==> config.mk <==
export PLATFORM = sky130hd
export DESIGN_NAME = sparse_transpose_matvec_accumulate_flat
export DESIGN_NICKNAME = d
export VERILOG_FILES = /design/src/design/stmv_pkg.sv /design/src/design/stmv_in_if.sv /design/src/design/stmv_out_if.sv /design/src/design/sparse_transpose_matvec_accumulate.sv /design/src/design/stmv_ram.sv /design/src/design/stmv_front.sv /design/src/design/stmv_queue.sv /design/src/design/stmv_back.sv /design/src/flat_wrapper.sv
export SDC_FILE = /design/constraint.sdc
export NUM_CORES = 2
export LEC_CHECK = 0
export BUFFER_PORTS_ARGS = -buffer_cell sky130_fd_sc_hd__buf_2
export CORE_AREA = 2 2 408 713
export CTS_CLUSTER_SIZE = 40
export DETAILED_ROUTE_END_ITERATION = 12
export DIE_AREA = 0 0 410 715
export PLACE_DENSITY_LB_ADDON = 0.2
export SETUP_SLACK_MARGIN = 0.1
export SYNTH_ARGS = -nofsm -noshare
export SYNTH_HDL_FRONTEND = slang
export SYNTH_SLANG_ARGS = --single-unit
==> constraint.sdc <==
create_clock -name clk -period 7.5 [get_ports clk]
set_input_delay 0.75 -clock clk [delete_from_list [all_inputs] [get_ports clk]]
set_output_delay 0.75 -clock clk [all_outputs]
set_load 0.01 [all_outputs]
==> src/design/stmv_pkg.sv <==
// Shared types and constants for the sparse transposed mat-vec accumulator.
`default_nettype none

package stmv_pkg;

    localparam int ACTION_W = 2;
    localparam int X_W      = 16;
    localparam int COL_W    = 6;
    localparam int PROD_W   = 2 * X_W;
    localparam int SUM_W    = 40;
    localparam int NCOL_W   = 7;
    localparam int QDEPTH   = 4;
    localparam int QPTR_W   = $clog2(QDEPTH);

    localparam logic [NCOL_W-1:0] NUM_COLS_RESET = 7'd64;

    typedef enum logic [ACTION_W-1:0] {
        ACT_ROW   = 2'd0,
        ACT_NZ    = 2'd1,
        ACT_DRAIN = 2'd2,
        ACT_NONE  = 2'd3
    } action_t;

    typedef enum logic {
        OP_ACCUM = 1'b0,
        OP_DRAIN = 1'b1
    } op_t;

    typedef struct packed {
        op_t                       op;
        logic [COL_W-1:0]          col;
        logic signed [PROD_W-1:0]  prod;
    } q_entry_t;

endpackage

`default_nettype wire

==> src/design/stmv_in_if.sv <==
// Input item channel: valid/ready with the item fields.
`default_nettype none

interface stmv_in_if;
    import stmv_pkg::*;

    logic                     valid;
    logic                     ready;
    logic [ACTION_W-1:0]      action;
    logic signed [X_W-1:0]    row_x;
    logic signed [X_W-1:0]    entry_value;
    logic [COL_W-1:0]         column;

    modport source (output valid, output action, output row_x, output entry_value,
                    output column, input ready);
    modport sink   (input valid, input action, input row_x, input entry_value,
                    input column, output ready);
endinterface

`default_nettype wire

==> src/design/stmv_out_if.sv <==
// Result channel: valid/ready with column index, sum and last flag.
`default_nettype none

interface stmv_out_if;
    import stmv_pkg::*;

    logic                     valid;
    logic                     ready;
    logic [COL_W-1:0]         column_index;
    logic signed [SUM_W-1:0]  column_sum;
    logic                     last;

    modport source (output valid, output column_index, output column_sum,
                    output last, input ready);
    modport sink   (input valid, input column_index, input column_sum,
                    input last, output ready);
endinterface

`default_nettype wire

==> src/design/sparse_transpose_matvec_accumulate.sv <==
// Top level of the streaming transposed sparse matrix-vector accumulator.
//
//   channel   direction  handshake       contents
//   items     in         valid/ready     action, row_x, entry_value, column
//   results   out        valid/ready     column_index, column_sum, last
//   cfg       in         cfg_we          cfg_wdata = num_cols
//
// Row starts only load the held x in the front end; outside a drain, nonzeros sustain
// one per cycle through the accumulator RAM (read, then saturating add and write with a
// one-entry bypass). A drain waits for the last write, then for each column reads the
// single RAM read port and, once the output register is free, emits it there.
// Reset clears the accumulators at once through per-column valid bits.
// A four-entry queue lets input and output stall independently.
`default_nettype none

module sparse_transpose_matvec_accumulate #(
    parameter int MAX_COLS = 64,
    parameter int ACC_BITS = 40
) (
    input  wire logic                        clk,
    input  wire logic                        rst_n,
    stmv_in_if.sink                          items,
    stmv_out_if.source                       results,
    input  wire logic                        cfg_we,
    input  wire logic [stmv_pkg::NCOL_W-1:0] cfg_wdata
);
    import stmv_pkg::*;

    logic [NCOL_W-1:0] num_cols_reg;
    logic [NCOL_W-1:0] n_cols;
    logic              q_full;
    logic              q_push;
    logic              q_avail;
    logic              q_pop;
    q_entry_t          q_push_entry;
    q_entry_t          q_head;

    always_ff @(posedge clk or negedge rst_n)
    begin
        if (!rst_n)
        begin
            num_cols_reg <= NUM_COLS_RESET;
        end
        else if (cfg_we)
        begin
            num_cols_reg <= cfg_wdata;
        end
    end

    // Zero acts as one column; anything past the store acts as the full store.
    always_comb
    begin
        if (num_cols_reg == '0)
        begin
            n_cols = NCOL_W'(1);
        end
        else if (num_cols_reg > NCOL_W'(MAX_COLS))
        begin
            n_cols = NCOL_W'(MAX_COLS);
        end
        else
        begin
            n_cols = num_cols_reg;
        end
    end

    stmv_front u_front (
        .clk        (clk),
        .rst_n      (rst_n),
        .items      (items),
        .n_cols     (n_cols),
        .q_full     (q_full),
        .push       (q_push),
        .push_entry (q_push_entry)
    );

    stmv_queue u_queue (
        .clk        (clk),
        .rst_n      (rst_n),
        .push       (q_push),
        .push_entry (q_push_entry),
        .full       (q_full),
        .avail      (q_avail),
        .head       (q_head),
        .pop        (q_pop)
    );

    stmv_back #(
        .MAX_COLS (MAX_COLS),
        .ACC_BITS (ACC_BITS)
    ) u_back (
        .clk     (clk),
        .rst_n   (rst_n),
        .avail   (q_avail),
        .head    (q_head),
        .pop     (q_pop),
        .n_cols  (n_cols),
        .results (results)
    );

endmodule

`default_nettype wire

==> src/design/stmv_ram.sv <==
// Generic single-write, single-read RAM with registered read data.
`default_nettype none

module stmv_ram #(
    parameter int WIDTH = 40,
    parameter int DEPTH = 64,
    parameter int AW    = (DEPTH > 1) ? $clog2(DEPTH) : 1
) (
    input  wire logic             clk,
    input  wire logic             we,
    input  wire logic [AW-1:0]    waddr,
    input  wire logic [WIDTH-1:0] wdata,
    input  wire logic             re,
    input  wire logic [AW-1:0]    raddr,
    output logic      [WIDTH-1:0] rdata
);

    logic [WIDTH-1:0] mem [DEPTH];

    always_ff @(posedge clk)
    begin
        if (we)
        begin
            mem[waddr] <= wdata;
        end
        if (re)
        begin
            rdata <= mem[raddr];
        end
    end

endmodule

`default_nettype wire

==> src/design/stmv_front.sv <==
// Front end: accepts items, holds the row x element, forms products and queues work.
`default_nettype none

module stmv_front (
    input  wire logic                       clk,
    input  wire logic                       rst_n,
    stmv_in_if.sink                         items,
    input  wire logic [stmv_pkg::NCOL_W-1:0] n_cols,
    input  wire logic                       q_full,
    output logic                            push,
    output stmv_pkg::q_entry_t              push_entry
);
    import stmv_pkg::*;

    logic signed [X_W-1:0]    x_reg;
    logic signed [X_W-1:0]    x_next;
    logic signed [PROD_W-1:0] prod;
    logic                     accept;
    logic                     in_range;

    assign items.ready = !q_full;
    assign accept      = items.valid && items.ready;
    assign in_range    = {1'b0, items.column} < n_cols;
    assign prod        = items.entry_value * x_reg;

    always_comb
    begin
        x_next          = x_reg;
        push            = 1'b0;
        push_entry.op   = OP_ACCUM;
        push_entry.col  = items.column;
        push_entry.prod = prod;
        if (accept)
        begin
            case (action_t'(items.action))
                ACT_ROW:
                begin
                    x_next = items.row_x;
                end
                ACT_NZ:
                begin
                    // drop nonzeros beyond the active column count
                    push = in_range;
                end
                ACT_DRAIN:
                begin
                    push          = 1'b1;
                    push_entry.op = OP_DRAIN;
                end
                default:
                begin
                    push = 1'b0;
                end
            endcase
        end
    end

    always_ff @(posedge clk or negedge rst_n)
    begin
        if (!rst_n)
        begin
            x_reg <= '0;
        end
        else
        begin
            x_reg <= x_next;
        end
    end

endmodule

`default_nettype wire

==> src/design/stmv_queue.sv <==
// Short work queue between the front end and the accumulate/drain back end.
`default_nettype none

module stmv_queue (
    input  wire logic               clk,
    input  wire logic               rst_n,
    input  wire logic               push,
    input  wire stmv_pkg::q_entry_t push_entry,
    output logic                    full,
    output logic                    avail,
    output stmv_pkg::q_entry_t      head,
    input  wire logic               pop
);
    import stmv_pkg::*;

    q_entry_t            entries_reg [QDEPTH];
    logic [QPTR_W-1:0]   wr_ptr_reg;
    logic [QPTR_W-1:0]   rd_ptr_reg;
    logic [QPTR_W:0]     count_reg;
    logic [QPTR_W:0]     count_next;
    logic                do_push;
    logic                do_pop;

    assign full    = count_reg == (QPTR_W+1)'(QDEPTH);
    assign avail   = count_reg != '0;
    assign head    = entries_reg[rd_ptr_reg];
    assign do_push = push && !full;
    assign do_pop  = pop && avail;

    always_comb
    begin
        count_next = count_reg;
        if (do_push && !do_pop)
        begin
            count_next = count_reg + 1'b1;
        end
        else if (do_pop && !do_push)
        begin
            count_next = count_reg - 1'b1;
        end
    end

    always_ff @(posedge clk)
    begin
        if (do_push)
        begin
            entries_reg[wr_ptr_reg] <= push_entry;
        end
    end

    always_ff @(posedge clk or negedge rst_n)
    begin
        if (!rst_n)
        begin
            wr_ptr_reg <= '0;
            rd_ptr_reg <= '0;
            count_reg  <= '0;
        end
        else
        begin
            if (do_push)
            begin
                wr_ptr_reg <= wr_ptr_reg + 1'b1;
            end
            if (do_pop)
            begin
                rd_ptr_reg <= rd_ptr_reg + 1'b1;
            end
            count_reg <= count_next;
        end
    end

endmodule

`default_nettype wire

==> src/design/stmv_back.sv <==
// Back end: accumulator read-modify-write with bypass, and the drain sequencer.
`default_nettype none

module stmv_back #(
    parameter int MAX_COLS = 64,
    parameter int ACC_BITS = 40
) (
    input  wire logic                        clk,
    input  wire logic                        rst_n,
    input  wire logic                        avail,
    input  wire stmv_pkg::q_entry_t          head,
    output logic                             pop,
    input  wire logic [stmv_pkg::NCOL_W-1:0] n_cols,
    stmv_out_if.source                       results
);
    import stmv_pkg::*;

    localparam int AW = (MAX_COLS > 1) ? $clog2(MAX_COLS) : 1;

    typedef enum logic [1:0] {
        ST_RUN,
        ST_DRD,
        ST_DEMIT
    } state_t;

    localparam logic signed [ACC_BITS-1:0] ACC_MAX = {1'b0, {(ACC_BITS-1){1'b1}}};
    localparam logic signed [ACC_BITS-1:0] ACC_MIN = {1'b1, {(ACC_BITS-1){1'b0}}};
    localparam logic signed [64:0] SUM_MAX = (65'sd1 <<< (SUM_W-1)) - 65'sd1;
    localparam logic signed [64:0] SUM_MIN = -(65'sd1 <<< (SUM_W-1));

    state_t                    state_reg, state_next;
    logic [AW-1:0]             k_reg, k_next;
    logic [MAX_COLS-1:0]       vld_reg, vld_next;
    logic                      s2_vld_reg, s2_vld_next;
    logic [AW-1:0]             s2_col_reg, s2_col_next;
    logic signed [PROD_W-1:0]  s2_prod_reg, s2_prod_next;
    logic                      fwd_vld_reg;
    logic [AW-1:0]             fwd_col_reg;
    logic signed [ACC_BITS-1:0] fwd_data_reg;
    logic                      out_vld_reg, out_vld_next;
    logic [COL_W-1:0]          out_col_reg, out_col_next;
    logic signed [SUM_W-1:0]   out_sum_reg, out_sum_next;
    logic                      out_last_reg, out_last_next;

    logic                      re;
    logic [AW-1:0]             raddr;
    logic [ACC_BITS-1:0]       rdata;
    logic signed [ACC_BITS-1:0] acc_in;
    logic signed [ACC_BITS:0]  sum_wide;
    logic signed [ACC_BITS-1:0] sum_sat;
    logic signed [ACC_BITS-1:0] drain_acc;
    logic signed [64:0]        drain_wide;
    logic signed [SUM_W-1:0]   drain_sat;
    logic                      out_free;
    logic                      is_last;

    stmv_ram #(
        .WIDTH (ACC_BITS),
        .DEPTH (MAX_COLS),
        .AW    (AW)
    ) u_acc_ram (
        .clk   (clk),
        .we    (s2_vld_reg),
        .waddr (s2_col_reg),
        .wdata (sum_sat),
        .re    (re),
        .raddr (raddr),
        .rdata (rdata)
    );

    // Bypass the write of the previous cycle: the RAM read saw stale data.
    always_comb
    begin
        if (fwd_vld_reg && (fwd_col_reg == s2_col_reg))
        begin
            acc_in = fwd_data_reg;
        end
        else if (vld_reg[s2_col_reg])
        begin
            acc_in = signed'(rdata);
        end
        else
        begin
            acc_in = '0;
        end
        sum_wide = (ACC_BITS+1)'(acc_in) + (ACC_BITS+1)'(s2_prod_reg);
        if (sum_wide[ACC_BITS] != sum_wide[ACC_BITS-1])
        begin
            sum_sat = sum_wide[ACC_BITS] ? ACC_MIN : ACC_MAX;
        end
        else
        begin
            sum_sat = sum_wide[ACC_BITS-1:0];
        end
    end

    // Clamp the drained accumulator to the result width.
    always_comb
    begin
        drain_acc  = vld_reg[k_reg] ? signed'(rdata) : '0;
        drain_wide = 65'(drain_acc);
        if (drain_wide > SUM_MAX)
        begin
            drain_sat = SUM_MAX[SUM_W-1:0];
        end
        else if (drain_wide < SUM_MIN)
        begin
            drain_sat = SUM_MIN[SUM_W-1:0];
        end
        else
        begin
            drain_sat = drain_wide[SUM_W-1:0];
        end
    end

    assign out_free = !out_vld_reg || results.ready;
    assign is_last  = (NCOL_W'(k_reg) + 1'b1) == n_cols;

    always_comb
    begin
        state_next    = state_reg;
        k_next        = k_reg;
        vld_next      = vld_reg;
        pop           = 1'b0;
        re            = 1'b0;
        raddr         = head.col[AW-1:0];
        s2_vld_next   = 1'b0;
        s2_col_next   = head.col[AW-1:0];
        s2_prod_next  = head.prod;
        out_vld_next  = out_vld_reg && !results.ready;
        out_col_next  = out_col_reg;
        out_sum_next  = out_sum_reg;
        out_last_next = out_last_reg;
        if (s2_vld_reg)
        begin
            vld_next[s2_col_reg] = 1'b1;
        end
        case (state_reg)
            ST_RUN:
            begin
                if (avail)
                begin
                    if (head.op == OP_ACCUM)
                    begin
                        pop         = 1'b1;
                        re          = 1'b1;
                        s2_vld_next = 1'b1;
                    end
                    else if (!s2_vld_reg)
                    begin
                        // drain only once the last write has landed
                        pop        = 1'b1;
                        k_next     = '0;
                        state_next = ST_DRD;
                    end
                end
            end
            ST_DRD:
            begin
                re         = 1'b1;
                raddr      = k_reg;
                state_next = ST_DEMIT;
            end
            ST_DEMIT:
            begin
                if (out_free)
                begin
                    out_vld_next    = 1'b1;
                    out_col_next    = COL_W'(k_reg);
                    out_sum_next    = drain_sat;
                    out_last_next   = is_last;
                    vld_next[k_reg] = 1'b0;
                    if (is_last)
                    begin
                        state_next = ST_RUN;
                    end
                    else
                    begin
                        k_next     = k_reg + 1'b1;
                        state_next = ST_DRD;
                    end
                end
            end
            default:
            begin
                state_next = ST_RUN;
            end
        endcase
    end

    always_ff @(posedge clk or negedge rst_n)
    begin
        if (!rst_n)
        begin
            state_reg   <= ST_RUN;
            k_reg       <= '0;
            vld_reg     <= '0;
            s2_vld_reg  <= 1'b0;
            fwd_vld_reg <= 1'b0;
            out_vld_reg <= 1'b0;
        end
        else
        begin
            state_reg   <= state_next;
            k_reg       <= k_next;
            vld_reg     <= vld_next;
            s2_vld_reg  <= s2_vld_next;
            fwd_vld_reg <= s2_vld_reg;
            out_vld_reg <= out_vld_next;
        end
    end

    always_ff @(posedge clk)
    begin
        s2_col_reg   <= s2_col_next;
        s2_prod_reg  <= s2_prod_next;
        fwd_col_reg  <= s2_col_reg;
        fwd_data_reg <= sum_sat;
        out_col_reg  <= out_col_next;
        out_sum_reg  <= out_sum_next;
        out_last_reg <= out_last_next;
    end

    assign results.valid        = out_vld_reg;
    assign results.column_index = out_col_reg;
    assign results.column_sum   = out_sum_reg;
    assign results.last         = out_last_reg;

endmodule

`default_nettype wire

==> src/flat_wrapper.sv <==
// flat-port wrapper written by rule: the top's interface ports become plain ports
module sparse_transpose_matvec_accumulate_flat import stmv_pkg::*;
#(
    parameter int MAX_COLS = 64,
    parameter int ACC_BITS = 40
)
  (clk, rst_n, cfg_we, cfg_wdata, items_valid, items_action, items_row_x, items_entry_value, items_column, items_ready, results_valid, results_column_index, results_column_sum, results_last, results_ready);
  stmv_in_if items_i ();
  stmv_out_if results_i ();
  input  wire logic clk;
  input  wire logic rst_n;
  input  wire logic cfg_we;
  input  wire logic [stmv_pkg::NCOL_W-1:0] cfg_wdata;
  input wire logic [$bits(items_i.valid)-1:0] items_valid;
  input wire logic [$bits(items_i.action)-1:0] items_action;
  input wire logic [$bits(items_i.row_x)-1:0] items_row_x;
  input wire logic [$bits(items_i.entry_value)-1:0] items_entry_value;
  input wire logic [$bits(items_i.column)-1:0] items_column;
  output wire logic [$bits(items_i.ready)-1:0] items_ready;
  output wire logic [$bits(results_i.valid)-1:0] results_valid;
  output wire logic [$bits(results_i.column_index)-1:0] results_column_index;
  output wire logic [$bits(results_i.column_sum)-1:0] results_column_sum;
  output wire logic [$bits(results_i.last)-1:0] results_last;
  input wire logic [$bits(results_i.ready)-1:0] results_ready;
  assign items_i.valid = items_valid;
  assign items_i.action = items_action;
  assign items_i.row_x = items_row_x;
  assign items_i.entry_value = items_entry_value;
  assign items_i.column = items_column;
  assign items_ready = items_i.ready;
  assign results_valid = results_i.valid;
  assign results_column_index = results_i.column_index;
  assign results_column_sum = results_i.column_sum;
  assign results_last = results_i.last;
  assign results_i.ready = results_ready;
  sparse_transpose_matvec_accumulate #(.MAX_COLS(MAX_COLS), .ACC_BITS(ACC_BITS)) u_core (.clk(clk), .rst_n(rst_n), .items(items_i), .results(results_i), .cfg_we(cfg_we), .cfg_wdata(cfg_wdata));
endmodule
; ---- Word-level counts from Yosys, hierarchy flattened
; Memory sizes are Yosys's and may differ from the RTL's. A register that Yosys moved wholly into a read port is not among the register bits.
; Index checks and enable logic that the tools add are counted.
[totals]
regBits = 236
mem_bits_rw = 2716
input_bits = 52
out_inout_bits = 49
word_cells = 129
mem_count = 2
[classes]
n_addsub = 7
mul = 1
order_cmp = 8
n_eq_ne = 13
muxes = 52
bitwise_logic = 3
n_reduce_logical = 25
[memory_table]
columns = memory, depth, word_bits, rd, rd_ports_with_merged_regs, write_ports, line
row1 = u_core.u_back.u_acc_ram.mem, 64, 40, 1, 1, 1, stmv_ram.sv:18  ; logic [WIDTH-1:0] mem [DEPTH];
row2 = u_core.u_queue.entries_reg, 4, 39, 1, 0, 1, stmv_queue.sv:16  ; q_entry_t entries_reg [QDEPTH];
[ops]
columns = op, count
row1 = two-way mux 40 bit, 6
row2 = two-way mux 64 bit, 3
row3 = bitwise AND 64 bit, 1
row4 = inverter 64 bit, 1
row5 = OR 64 bit, 1
row6 = adder 40 x 32 -> 41 bit, 1
row7 = greater-than comparator 40 bit (second input constant), 1
row8 = less-than comparator 40 bit (second input constant), 1
row9 = two-way mux 6 bit, 6
row10 = multiplier 16 x 16 -> 32 bit, 1
row11 = two-way mux 1 bit, 21
row12 = less-than comparator 6 x 7 -> 1 bit (second input constant), 2
row13 = two-way mux 7 bit, 2
row14 = binary-select mux 1 bit (select 6 bit), 2
row15 = demux 1 bit (select 6 bit), 2
row16 = greater-or-equal comparator 6 x 1 -> 1 bit (second input constant), 2
row17 = case mux 6 bit (2 select lines), 1
row18 = logical AND 1 bit, 9
row19 = two-way mux 2 bit, 4
row20 = != test 2 bit (second input constant), 4
row21 = adder 6 x 1 -> 7 bit (second input constant), 1
row22 = equality test 7 bit, 1
row23 = greater-than comparator 7 bit (second input constant), 1
row24 = zero test 7 bit, 1
row25 = 22 further kinds, 34

; ---- Depth between registers and ports, before layout
[logic_depth]
depth_word = 11
ltp_mapped = 24
depth_no_buf = 23

; ---- Cells and area by module
; From an unflattened synthesis, not the netlist that was laid out.
[unflattened]
cells_unflattened = 6792
hier_area_um2 = 126493.8
[modules_own_cells]
columns = mod, n_inst, cells_each, area_per_inst_um2, seq_area_each_um2
row1 = stmv_ram, 1, 4195, 98236.7, 78074.9
row2 = stmv_back, 1, 1121, 10935.5, 4969.8
row3 = stmv_front, 1, 1213, 10884.2, 400.4
row4 = stmv_queue, 1, 239, 6113.4, 4859.7
row5 = sparse_transpose_matvec_accumulate, 1, 24, 324.1, 176.4

; ---- Worst setup path after synthesis
; No wires, ideal clock.
[synth_path]
kind = register -> register
from = register u_core.u_back.s2_col_reg[1]
to = memory u_core.u_back.u_acc_ram.mem[0][8], data pin
setup_time_ps = 726
arrival_time_ps = 7170
required_ps = 6774
slack_ps = -397
stages_incl_launch_ff = 23
n_path_buf = 4
synth_period_minus_slack_ps = 7897
cell_sequence = dfxtp_1 clkbuf_1 clkbuf_1 buf_1 a31oi_1 o22ai_1 a31oi_1 o22ai_1 nor4_1 nor2_1 clkbuf_1 a22o_1 ha_1 fa_1 a211oi_2 or3_4 a31o_4 a311oi_4 o211ai_2 a21oi_4 or2b_1 mux2i_4 o31ai_1
[synth_between]
elab_chain_cells = 7
word_cells_on_any_way = 10
classes_between = add/sub (1) / eq/ne (2) / mux (6) / reduce/logical (1)
[synth_lines]
columns = item, line
row1 = "start, declared", stmv_back.sv:35  ; logic [AW-1:0] s2_col_reg, s2_col_next;
row2 = "start signal, assigned", stmv_back.sv:215  ; s2_col_reg <= s2_col_next;
row3 = binary-select mux 1 bit (select 6 bit), stmv_back.sv:78  ; else if (vld_reg[s2_col_reg])
row4 = two-way mux 1 bit (implied by the code), stmv_back.sv:78
row5 = two-way mux 40 bit, stmv_back.sv:78
row6 = two-way mux 40 bit *, stmv_back.sv:74  ; if (fwd_vld_reg && (fwd_col_reg == s2_col_reg))
row7 = adder 40 x 32 -> 41 bit *, stmv_back.sv:86  ; sum_wide = (ACC_BITS+1)'(acc_in) + (ACC_BITS+1)'(s2_prod_reg);
row8 = two-way mux 40 bit / != test 1 bit (equally long branches), "stmv_back.sv:89, stmv_back.sv:87"
row9 = two-way mux 40 bit *, stmv_back.sv:87  ; if (sum_wide[ACC_BITS] != sum_wide[ACC_BITS-1])
row10 = net u_core.u_back.sum_sat[8], stmv_back.sv:50  ; logic signed [ACC_BITS-1:0] sum_sat;
row11 = "end, declared", stmv_ram.sv:18
; The timed path passes the listed nets; every way through them passes the cells marked *. The select of a mux whose other input is x is not followed.

; ---- Worst setup path in the final report
[layout_path]
from = register u_core.u_back.s2_col_reg[1]
to = memory u_core.u_back.u_acc_ram.mem[23][15], data pin
; The elaborated chain is that of the path after synthesis.

==> run summary <==
Status -> finished, final reports clean
Max-cap violations -> 0
CP max FO -> 65
Die Area -> 293,000 um^2
CTS H-tree lvls -> 5
First-pass GRT wire length -> 581,000 um
Routed WL per cell -> 30.8 um
I/O Buffers -> 100
Post-synthesis compound-gate area fraction -> 0.0669
Total Wirelength -> 414,000 um
Crit-path cells -> buf_4 -> mux2i_1 -> o22ai_1 -> a221oi_1 -> o22ai_1 -> nor4_1 -> buf_4 -> nor2_4 -> buf_12 -> a22o_1 -> ha_1 -> nand4_1 -> nor2_1 -> o221ai_1 -> a21oi_1 -> o211ai_1 -> o21a_1 -> o21ai_4 -> mux2i_4 -> buf_12 -> buf_4 -> o21ai_4 -> buf_12
Initial antenna violation count -> 18
Vias/cell -> 6.03
Final worst path period share -> 0.936
Dpl cells -> 12,900
Tot GR Track Use -> 0.277
Top area cells in the synthesized netlist -> edfxtp_1, mux2i_1, nand2_1
Area post-placement -> 137,000 um^2
Clock tree root buffer cell -> clkbuf_16
Post-synthesis simple-gate area fraction -> 0.0960
Clock-pin slew on the worst setup and hold paths -> 0.06 ns
Sink Count -> 2,992
Worst skew pair latency -> 0.91 ns
Initial Util -> 0.448
Total CTS buffers -> 277
Share of cells above drive strength 1 -> 0.111
Yosys warns -> 0
# nets final -> 9,850
WP data required -> 8.04 ns
# setup viols final -> 0
CP max stage delay -> 1.03 ns
Core Region -> 288,000 um^2
Filler Cell Count -> 24,100
1st-pass router iterations -> 6
Actual slew at the worst max-slew pin -> 1.40 ns
Fin. max-slew vios -> 0
Area growth syn-to-layout -> 12.6%
Startpoint Class -> flop
Final Hold Viols -> 0
Post-synthesis sequential area ratio -> 0.687
# rows -> 261
Post-layout min period -> 7.02 ns
IO Count -> 101
Avg Cell Area, Syn -> 14.0 um^2
Largest family of logic cells by synthesized area -> simple AND/OR/NAND/NOR gates
RSZ-0062 raised after global routing -> no
CP Class -> reg2reg
Crit path max-delay cell type -> dfxtp_1
Adder-Cell Fraction of Synth Area -> 0.0546
Post-Synth XOR/XNOR Area -> 0.00618
Asr flop ratio synth -> 0.0351
Fin cells -> 13,400
Max Freq -> 142 MHz
GRT overflow -> 0
Max FFs per register -> 2,560
Largest net degree at the start of global routing -> 137
Final Cell Area -> 145,000 um^2
Synth unique cells -> 88
Synthesized Nets -> 9,650
DRT iter0 DRCs -> 8,464
DIE HEIGHT -> 715 um
Post-synth top area cell -> edfxtp_1
RD Place Congestion -> 0.871
EDFF count, synth -> 2,803
Max Root-Sink Buffers -> 4
Worst Skew -> 0.0899 ns
Mapped Cells -> 9,198
Top cell type's share of synthesized area -> 0.653
Most common flop cell mapped by yosys -> edfxtp_1
CP Capture Type -> flop
DRC Markers -> 0
Synthesized area -> 129,000 um^2
Mux contribution to synthesized area -> 0.0627
Number of global-route vias before repair -> 80,600
WP data arrival -> 7.57 ns
Slew headroom -> 0.0494
Vias -> 81,000
Detail Route Antenna Nets -> 0
Worst Hold Class -> in2reg
CTS tree -> yes
Number of synthesized register bits -> 2,992
Chip width -> 410 um
Final HPWL DP -> 255,000 um
## what timing repair did
item / 4_1_cts / 5_1_grt
setup endpoints to repair: 0 / 6
endpoints found under the hold margin: 5 / 0
buffers inserted: 0 / 0
hold buffers: 1 / 0
gates resized for setup: 0 / 5
## routing by layer
layer  part of all wire  vias to the layer above  wire length (um)  global-route usage
li1                   -                    34500                 -                   -
met1               0.35                    41700            143000               0.315
met2               0.52                     3699            217000               0.503
met3              0.070                     1065             29100              0.0375
met4              0.060                        4             24800               0.146
met5           0.000060                        -                25                   0
## kinds of logic (layout without fill, tap and decap cells)
family,after synthesis,count (layout)
buf+inv,843,1255
fa+ha+maj,405,405
compound gates,1296,1296
flops,2992,2992
mux,740,740
other cells,0,13
simple gates,2831,2831
xor+xnor,91,91
## cells in the final DEF (no fill, tap or decap), types with 97 or more instances in the layout
master        n
buf_2        99
nor2_1      130
mux2i_1     650
clkbuf_16   284
nand2_1    1532
dfrtp_1      97
o221ai_1    318
buf_4       259
and2_1      161
inv_1       319
ha_1        136
edfxtp_1   2803
nand3_1     669
nor3_1      172
fa_1        264
a21oi_1     593
## final timing paths
kind	from	to	slack (ns)	cells past startpoint
max	u_core.u_back.s2_col_reg[1]	u_core.u_back.u_acc_ram.mem[23][15]	0.48	23
min	cfg_wdata[5]	u_core.num_cols_reg[5]	0.10	2
max reg2reg	u_core.u_back.s2_col_reg[1]	u_core.u_back.u_acc_ram.mem[23][15]	0.48	23
min reg2reg	u_core.u_queue.count_reg[2]	u_core.u_queue.count_reg[2]	0.50	1
max in group asynchronous	rst_n	u_core.u_back.vld_reg[16]	5.61	4
min in group asynchronous	rst_n	u_core.u_front.x_reg[14]	0.22	2
## cell type report
| cell class | count | area, um^2 | share of cell area |
|---|---|---|---|
| Inverter | 322 | 1210 | 0.00833 |
| Tap cell | 3813 | 4770 | 0.0329 |
| Clock buffer | 357 | 7450 | 0.0513 |
| Antenna cell | 13 | 32.5 | 0.000224 |
| Clock inverter | 134 | 1070 | 0.00740 |
| Sequential cell | 2992 | 88500 | 0.610 |
| Multi-Input combinational cell | 5363 | 38000 | 0.262 |
| Timing Repair Buffer | 442 | 4110 | 0.0283 |
## metrics by stage
step | util | hold slack [ns] | TNS (ns) | setup slack [ns]
finish | 0.504 | 0.103 | 0 | 0.479
detailed placement | 0.475 | 0.493 | 0 | 0.0564
floorplan | - | 0.329 | -244.51 | -0.350
global route | 0.504 | 0.0908 | 0 | 0.223
CTS | 0.504 | 0.0397 | 0 | 0.312
global placement | 0.475 | 0.480 | 0 | 0.146
## worst max-delay path: cells and delay by family, from the launching register on
family / cells / cell delay, ns
simple gates: 4 / 0.93
fa+ha+maj: 1 / 0.44
compound gates: 10 / 2.25
buf+inv: 6 / 1.32
flops: 1 / 1.03
mux: 2 / 0.56
## cells in the mapped netlist, types with 27 or more instances
| cell | count |
|---|---|
| a21o_1 | 29 |
| a21oi_1 | 595 |
| a22o_1 | 42 |
| a22oi_1 | 86 |
| and2_1 | 166 |
| buf_1 | 46 |
| buf_2 | 144 |
| clkbuf_1 | 310 |
| dfrtp_1 | 104 |
| dfxtp_1 | 84 |
| edfxtp_1 | 2803 |
| fa_1 | 264 |
| ha_1 | 136 |
| inv_1 | 320 |
| mux2_2 | 36 |
| mux2i_1 | 653 |
| mux4_2 | 49 |
| nand2_1 | 1533 |
| nand3_1 | 669 |
| nor2_1 | 197 |
| nor3_1 | 175 |
| o21ai_0 | 75 |
| o221ai_1 | 318 |
| xnor2_1 | 64 |
| xor2_1 | 27 |
Power is not shown: default switching activity piles up to over one toggle a cycle in this logic, so the estimate is an artifact.
